`src/hw/rtl/srmt_pkg.sv`:
```
`timescale 1ns / 1ps
package srmt_pkg;

  localparam int NUM_W      = 96;
  localparam int DEN_W      = 64;
  localparam int RATIO_BITS = 30;
  localparam int ACC_W      = 48;
  localparam int ITER_W     = 7;

  localparam logic [ITER_W-1:0] DIV_LONG  = ITER_W'(NUM_W);
  localparam logic [ITER_W-1:0] DIV_SHORT = ITER_W'(RATIO_BITS);
  localparam logic [30:0]       RATIO_ONE = 31'h4000_0000;
  localparam logic [3:0]        CURVE_LAST = 4'd9;

  localparam logic [31:0] VLIM_RESET = 32'd32768000;
  localparam logic [31:0] ALIM_RESET = 32'd655360000;
  localparam logic [31:0] TMIN_RESET = 32'd2621440;
  localparam logic [23:0] TPS_RESET  = 24'd1000000;

  localparam logic [2:0] CFG_VLIM = 3'd0;
  localparam logic [2:0] CFG_ALIM = 3'd1;
  localparam logic [2:0] CFG_TMIN = 3'd2;
  localparam logic [2:0] CFG_TPS  = 3'd3;

  typedef enum logic [4:0] {
    OP_NOP, OP_LATCH, OP_CLAMP, OP_MUL_VT, OP_DIV_T0, OP_T0, OP_MUL_RAMP, OP_DIV_RAMP,
    OP_RAMP, OP_MUL_N, OP_DIV_N, OP_N, OP_TICK, OP_DIV_RATIO, OP_RATIO, OP_RATIO_ONE,
    OP_CRV_INIT, OP_CRV_MUL, OP_CRV_ACC, OP_CRV_SHF, OP_SCL_HI, OP_SCL_LO, OP_SCL_SUM,
    OP_DIV_SECS, OP_OUT
  } dp_op_t;

  typedef struct packed {
    dp_op_t op;
  } dp_cmd_t;

  typedef struct packed {
    logic zero_case;
    logic ramp_on;
    logic div_idle;
    logic tc_full;
    logic br_a;
    logic br_b;
    logic last;
    logic kk_last;
    logic out_free;
  } dp_sts_t;

  function automatic logic signed [10:0] curve_coef(input logic [2:0] order,
                                                    input logic [3:0] kk);
    logic [2:0] row;
    logic signed [10:0] c;
    row = (order <= 3'd4) ? order : 3'd1;
    c = '0;
    case (row)
      3'd0: if (kk == 4'd1) c = 11'sd1;
      3'd1: begin
        if (kk == 4'd2) c = 11'sd3;
        if (kk == 4'd3) c = -11'sd2;
      end
      3'd2: begin
        if (kk == 4'd3) c = 11'sd10;
        if (kk == 4'd4) c = -11'sd15;
        if (kk == 4'd5) c = 11'sd6;
      end
      3'd3: begin
        if (kk == 4'd4) c = 11'sd35;
        if (kk == 4'd5) c = -11'sd84;
        if (kk == 4'd6) c = 11'sd70;
        if (kk == 4'd7) c = -11'sd20;
      end
      default: begin
        if (kk == 4'd5) c = 11'sd126;
        if (kk == 4'd6) c = -11'sd420;
        if (kk == 4'd7) c = 11'sd540;
        if (kk == 4'd8) c = -11'sd315;
        if (kk == 4'd9) c = 11'sd70;
      end
    endcase
    return c;
  endfunction

endpackage

```
`src/hw/rtl/srmt_ctrl.sv`:
```
`timescale 1ns / 1ps
module srmt_ctrl (
  input  logic               clk,
  input  logic               rst_n,
  input  logic               in_tvalid,
  output logic               in_tready,
  input  srmt_pkg::dp_sts_t  sts,
  output srmt_pkg::dp_cmd_t  cmd
);

  typedef enum logic [23:0] {
    S_IDLE  = 24'h000001,
    S_CLAMP = 24'h000002,
    S_MVT   = 24'h000004,
    S_DT0   = 24'h000008,
    S_WT0   = 24'h000010,
    S_MR    = 24'h000020,
    S_DR    = 24'h000040,
    S_WR    = 24'h000080,
    S_MN    = 24'h000100,
    S_DN    = 24'h000200,
    S_WN    = 24'h000400,
    S_TICK  = 24'h000800,
    S_DRAT  = 24'h001000,
    S_WRAT  = 24'h002000,
    S_CINI  = 24'h004000,
    S_CMUL  = 24'h008000,
    S_CACC  = 24'h010000,
    S_CSHF  = 24'h020000,
    S_SHI   = 24'h040000,
    S_SLO   = 24'h080000,
    S_SSUM  = 24'h100000,
    S_SECS  = 24'h200000,
    S_WSEC  = 24'h400000,
    S_OUT   = 24'h800000
  } state_t;

  state_t state_r, state_nxt;

  always_comb begin
    state_nxt = state_r;
    cmd.op    = srmt_pkg::OP_NOP;
    unique case (state_r)
      S_IDLE: if (in_tvalid) begin
        cmd.op    = srmt_pkg::OP_LATCH;
        state_nxt = S_CLAMP;
      end
      S_CLAMP: begin
        cmd.op    = srmt_pkg::OP_CLAMP;
        state_nxt = sts.zero_case ? S_SECS : S_MVT;
      end
      S_MVT: begin
        cmd.op    = srmt_pkg::OP_MUL_VT;
        state_nxt = S_DT0;
      end
      S_DT0: begin
        cmd.op    = srmt_pkg::OP_DIV_T0;
        state_nxt = S_WT0;
      end
      S_WT0: if (sts.div_idle) begin
        cmd.op    = srmt_pkg::OP_T0;
        state_nxt = S_MR;
      end
      S_MR: begin
        if (sts.ramp_on) begin
          cmd.op    = srmt_pkg::OP_MUL_RAMP;
          state_nxt = S_DR;
        end else begin
          state_nxt = S_MN;
        end
      end
      S_DR: begin
        cmd.op    = srmt_pkg::OP_DIV_RAMP;
        state_nxt = S_WR;
      end
      S_WR: if (sts.div_idle) begin
        cmd.op    = srmt_pkg::OP_RAMP;
        state_nxt = S_MN;
      end
      S_MN: begin
        cmd.op    = srmt_pkg::OP_MUL_N;
        state_nxt = S_DN;
      end
      S_DN: begin
        cmd.op    = srmt_pkg::OP_DIV_N;
        state_nxt = S_WN;
      end
      S_WN: if (sts.div_idle) begin
        cmd.op    = srmt_pkg::OP_N;
        state_nxt = S_TICK;
      end
      S_TICK: begin
        cmd.op = srmt_pkg::OP_TICK;
        if (sts.br_a || sts.br_b) state_nxt = S_DRAT;
        else if (sts.last)        state_nxt = S_SECS;
      end
      S_DRAT: begin
        if (sts.tc_full) begin
          cmd.op    = srmt_pkg::OP_RATIO_ONE;
          state_nxt = S_CINI;
        end else begin
          cmd.op    = srmt_pkg::OP_DIV_RATIO;
          state_nxt = S_WRAT;
        end
      end
      S_WRAT: if (sts.div_idle) begin
        cmd.op    = srmt_pkg::OP_RATIO;
        state_nxt = S_CINI;
      end
      S_CINI: begin
        cmd.op    = srmt_pkg::OP_CRV_INIT;
        state_nxt = S_CMUL;
      end
      S_CMUL: begin
        cmd.op    = srmt_pkg::OP_CRV_MUL;
        state_nxt = S_CACC;
      end
      S_CACC: begin
        cmd.op    = srmt_pkg::OP_CRV_ACC;
        state_nxt = sts.kk_last ? S_SHI : S_CSHF;
      end
      S_CSHF: begin
        cmd.op    = srmt_pkg::OP_CRV_SHF;
        state_nxt = S_CMUL;
      end
      S_SHI: begin
        cmd.op    = srmt_pkg::OP_SCL_HI;
        state_nxt = S_SLO;
      end
      S_SLO: begin
        cmd.op    = srmt_pkg::OP_SCL_LO;
        state_nxt = S_SSUM;
      end
      S_SSUM: begin
        cmd.op    = srmt_pkg::OP_SCL_SUM;
        state_nxt = sts.last ? S_SECS : S_TICK;
      end
      S_SECS: begin
        cmd.op    = srmt_pkg::OP_DIV_SECS;
        state_nxt = S_WSEC;
      end
      S_WSEC: if (sts.div_idle) state_nxt = S_OUT;
      S_OUT: if (sts.out_free) begin
        cmd.op    = srmt_pkg::OP_OUT;
        state_nxt = S_IDLE;
      end
      default: state_nxt = S_IDLE;
    endcase
  end

  always_ff @(posedge clk) begin
    if (!rst_n) state_r <= S_IDLE;
    else        state_r <= state_nxt;
  end

  assign in_tready = (state_r == S_IDLE);

  a_wait_div: assert property (@(posedge clk) disable iff (!rst_n)
    (state_r == S_OUT) |-> sts.div_idle)
    else $error("result taken before division finished");

  a_accept_latch: assert property (@(posedge clk) disable iff (!rst_n)
    (in_tvalid && in_tready) |=> (state_r == S_CLAMP))
    else $error("accepted beat not processed");

  a_tick_exit: assert property (@(posedge clk) disable iff (!rst_n)
    (state_r == S_TICK && !sts.br_a && !sts.br_b && sts.last) |=> (state_r == S_SECS))
    else $error("tick loop missed its end");

endmodule

```
`config.mk`:
```
export PLATFORM = sky130hd
export DESIGN_NAME = srmt_ctrl
export DESIGN_NICKNAME = d
export VERILOG_FILES = /design/src/hw/rtl/srmt_pkg.sv /design/src/hw/rtl/srmt_ctrl.sv
export SDC_FILE = /design/constraint.sdc
export NUM_CORES = 1
export LEC_CHECK = 0
export ABC_CLOCK_PERIOD_IN_PS = 2600
export BUFFER_PORTS_ARGS = -buffer_cell sky130_fd_sc_hd__buf_2
export CAP_MARGIN = 20
export CORE_ASPECT_RATIO = 0.6
export CORE_MARGIN = 8
export CORE_UTILIZATION = 50
export DETAILED_ROUTE_END_ITERATION = 16
export PLACE_DENSITY = 0.72
export SLEW_MARGIN = 40
export SYNTH_ARGS = -nofsm -noshare
export SYNTH_HDL_FRONTEND = slang
export SYNTH_SLANG_ARGS = --single-unit
```
`constraint.sdc`:
```
create_clock -name clk -period 2.6 [get_ports clk]
set_clock_uncertainty 0.15 [all_clocks]
set_input_delay 0.52 -clock clk [delete_from_list [all_inputs] [get_ports clk]]
set_output_delay 0.52 -clock clk [all_outputs]
set_load 0.03 [all_outputs]
```
# ---- Word-level counts from Yosys, hierarchy flattened
# Cells that the tools add are included.
dict set report word_totals {
  register_bits 24
  output_inout_bits 6
  input_bits 12
}
dict set report op_classes {
  mux 24
  n_reduce_logical 3
  eq_ne 32
}
# op n
set op_table {}
lappend op_table {{$pmux 24 s23} 1}
lappend op_table {{$mux 24} 9}
lappend op_table {{$pmux 5 s23} 1}
lappend op_table {{$mux 22} 2}
lappend op_table {{$eq 24x1->1 const B} 1}
lappend op_table {{$eq 24x10->1 const B} 1}
lappend op_table {{$eq 24x11->1 const B} 1}
lappend op_table {{$eq 24x12->1 const B} 1}
lappend op_table {{$eq 24x13->1 const B} 1}
lappend op_table {{$eq 24x14->1 const B} 1}
lappend op_table {{$eq 24x15->1 const B} 1}
lappend op_table {{$eq 24x16->1 const B} 1}
lappend op_table {{$eq 24x17->1 const B} 1}
lappend op_table {{$eq 24x18->1 const B} 1}
lappend op_table {{$eq 24x19->1 const B} 1}
lappend op_table {{$eq 24x2->1 const B} 1}
lappend op_table {{$eq 24x20->1 const B} 1}
lappend op_table {{$eq 24x21->1 const B} 1}
lappend op_table {{$eq 24x22->1 const B} 1}
lappend op_table {{$eq 24x23->1 const B} 1}
lappend op_table {{$eq 24x24->1 const B} 1}
lappend op_table {{$eq 24x3->1 const B} 1}
lappend op_table {{$eq 24x4->1 const B} 1}
lappend op_table {{$eq 24x5->1 const B} 1}
lappend op_table {{other kinds (17)} 26}

# ---- Depth between registers and ports, before layout
dict set report logic_depth {
  depth_word 3
  ltp_mapped 8
  mapped_depth_nobuf 6
}

# ---- Worst setup path before layout
# No wires, ideal clock.
dict set report synth_path {
  kind {reg2out}
  from {register state_r[16]}
  to {output cmd[2] in the netlist's numbering}
  required_ns 1.930
  stages_incl_launch_ff 6
  n_path_buf 0
  arrival_time_ns 2.031
  setup_slack_ns -0.101
  path_cell_list {dfxtp_1 > nor4_4 > nand4_2 > nor4_1 > a2111oi_0 > o2111ai_1}
}
# element line
set synth_lines {}
lappend synth_lines {{start, declared} srmt_ctrl.sv:38} ;# state_t state_r, state_nxt;
lappend synth_lines {{start signal, assigned} srmt_ctrl.sv:153} ;# else state_r <= state_nxt;
lappend synth_lines {{end, declared} srmt_ctrl.sv:8} ;# output srmt_pkg::dp_cmd_t cmd

==> key figures <==
Logic synthesis
  • Syn Area/Cell: 7.77 um2
  • Syn nets: 222
  • Instance count of the mapped netlist: 210
  • Post-synth EDFFs: 0
  • Ys async rst share: 0
  • Netlist cell types: 48
  • Synth area leaders: dfxtp_1, nor3_1, nor2_1
  • Largest area contributor in the netlist: dfxtp_1
  • Synth Register Bits: 24
  • Netlist Area Pre-Place: 1630 um2
  • Prevailing post-synth register cell: dfxtp_1
  • Yosys warning count: 0
  • Sequential-to-total area share from yosys stat: 0.294
  • Yosys top cell area share: 0.294

Setup path
  • Kind of critical path: reg -> out
  • Worst Setup End Kind: primary output
  • Crit-path max FO: 5
  • Worst Setup Start Kind: register
  • CP required: 1.93 ns
  • WP data arrival: 2.36 ns

STA
  • Fin. Hold Viols: 0
  • Worst Tran Pin Value: 0.634 ns
  • Fin crit period: 3.03 ns
  • Fin crit share: 1.16
  • Fin Setup TNS: -2.29 ns
  • RSZ-0062 raised after global routing: yes
  • Max-slew violation count: 0
  • Worst setup margin: -0.427 ns
  • Worst rel slew slack: 0.577
  • Fmax: 330 MHz
  • Finish-stage setup viols: 18

Route
  • Met2 routed WL: 2920 um
  • Post-DRT Antenna Nets: 0
  • Met3 routed WL: 843 um
  • Drt total wl: 6970 um
  • Top routing layer in use: met5
  • Initial DRT Pass Iterations: 7
  • # DRC: 0
  • Number of vias per cell: 6.57
  • Metal1 wirelength: 2850 um
  • Starting DRC count in detailed routing: 350
  • Via count: 2,266
  • Routed wire per std cell: 20.2 um

Floorplanning
  • Initial cell density of the core: 0.513
  • Die span in x: 89.7 um
  • Num ports: 18
  • Core Rows: 16
  • Die area: 5410 um2
  • Die Span Y: 60.3 um
  • Core ar.: 3180 um2

Clock network
  • CTS root buffer: clkbuf_8
  • Clk pin slew, worst setup/hold paths: 0.08 ns
  • TritonCTS Buffers: 3
  • Clk buf depth: 2
  • CTS H-Tree Depth: 1
  • Clk_lat worst skew: 0.27 ns
  • TritonCTS clock tree: built
  • Clk sink count: 24

Placed design
  • Setup WS pre-CTS: -0.180 ns
  • IO Port Bufs: 17
  • Post-DP HPWL: 4640 um
  • Gp weighted congestion: 1.02
  • Cell Count Post-Placement: 334

Run status
  • Failing checks: negative setup slack
  • Outcome: finished with violations

Cells and area
  • Largest register by flop count: state_r
  • Biggest regs: state_r: 24 flops
  • Share of cells above drive strength 1: 0.487
  • Nets: 314
  • Area Overhead vs Synth: 62.7%
  • # diodes: 0
  • Post-Layout Cell Count: 345
  • Largest register FFs: 24

Worst hold path
  • Worst Hold Class: in -> reg

Run
  • Number of max-cap violations: 0

Global route
  • Initial antenna violation count: 1
  • Grt total ovfl: 0
  • Largest net degree at the start of global routing: 17
  • First-pass GRT wire length: 10,100 um
  • Vias in the first global route: 1,986
  • Gr usage total: 0.237

Power
  • Pleak: 1.18 nW
  • Peak supply drop: 0.351 mV
  • Pwr per Cell Area: 394 nW/um2
path summary, 6_finish.rpt:
path	startpoint	end	slack, ns	cells after the start
max	state_r[12]$_SDFFE_PN0P_	cmd[0]	-0.43	8
min	sts[1]	state_r[17]$_SDFFE_PN0P_	0.27	2
max reg2reg	state_r[12]$_SDFFE_PN0P_	state_r[1]$_SDFFE_PN0P_	-0.08	9
min reg2reg	state_r[18]$_SDFFE_PN0P_	state_r[19]$_SDFFE_PN0P_	0.48	3
synthesized netlist by cell type, types with 5 or more instances:
cell and instances:
dfxtp_1 24, nor2_1 22, nor3_1 20, nand2_1 14
a21oi_1 13, nand4_1 10, nand3_1 9, nor4_1 9
inv_1 7, nand3b_1 7, or3_1 7, o21ai_0 6
xor2_1 5
cell families after synthesis:
logic type	Yosys count	synth area share
AND/OR/NAND/NOR	130	0.479
AO/OA/AOI/OAI	36	0.154
flip-flops	24	0.294
buffers and inverters	14	0.0391
XOR/XNOR	5	0.0268
multiplexers	1	0.00614
critical path: stages, from the launching register on:
cell and delay [ns]:
dfxtp_2 0.34, nor4_4 0.42, nand4_1 0.28, buf_6 0.22, or3_4 0.40, o21ai_2 0.07, nor3_1 0.08, nand4_1 0.13
buf_6 0.14
final cells by class:
| cell class | instances | area [um2] |
|---|---|---|
| flip-flops and latches | 24 | 485 |
| multi-input cells | 172 | 1320 |
| clock buffers | 3 | 41.3 |
| repair buffers | 94 | 724 |
| fillers | 182 | 529 |
| inverters | 7 | 26.3 |
| well taps | 45 | 56.3 |
through the flow:
| step | power, mW | hold slack, ns | area, um2 | util |
|---|---|---|---|---|
| 3_3_place_gp | 0.711 | 0.460 | 2290 | 0.718 |
| 2_1_floorplan | 0.566 | 0.334 | 1650 | - |
| 5_1_grt | 1.07 | 0.265 | 2650 | 0.834 |
| 4_1_cts | 1.00 | 0.277 | 2580 | 0.809 |
| 6_report | 1.05 | 0.271 | 2650 | 0.834 |
| 3_5_place_dp | 0.712 | 0.460 | 2290 | 0.718 |
per-layer routing:
| metal | track usage | vias to the layer above |
|---|---|---|
| li1 | - | 982 |
| met1 | 0.319 | 1047 |
| met2 | 0.368 | 173 |
| met3 | 0.0439 | 62 |
| met4 | 0.0883 | 2 |
| met5 | 0 | - |
timing repair:
item | 4_1_cts | 5_1_grt
hold buffers | 0 | 0
pin swaps | 13 | 7
setup endpoints to repair | 7 | 21
gates resized for setup | 51 | 16
buffers inserted | 7 | 1
layout by cell type, fill, tap and decap left out, types with 3 or more instances in the layout:
| master | count |
|---|---|
| buf_4 | 73 |
| xor2_1 | 5 |
| nand3b_1 | 7 |
| or4_4 | 3 |
| a21oi_1 | 13 |
| or3_1 | 3 |
| and3_1 | 3 |
| or3_4 | 4 |
| nor3_2 | 4 |
| inv_1 | 7 |
| nor3_4 | 3 |
| nand4_1 | 10 |
| clkbuf_8 | 3 |
| nor2b_1 | 3 |
| o21ai_0 | 3 |
| dfxtp_1 | 20 |
| o21ai_1 | 3 |
| buf_2 | 11 |
| or2_4 | 3 |
| nand3_1 | 8 |
| dfxtp_2 | 4 |
| buf_6 | 9 |
| nor3_1 | 13 |
| nor2_1 | 17 |
| nand2_1 | 13 |
| nor4_4 | 6 |
| nor2_2 | 3 |
| nor4_1 | 7 |
power breakdown:
| part | switching (mW) | internal [mW] | leakage, nW |
|---|---|---|---|
| Clock | 0.119 | 0.104 | 0.0216 |
| Sequential | 0.00739 | 0.375 | 0.196 |
| Combinational | 0.244 | 0.198 | 0.958 |
| Total | 0.370 | 0.677 | 1.18 |
No activity file was read; power rests on OpenSTA's default activity.
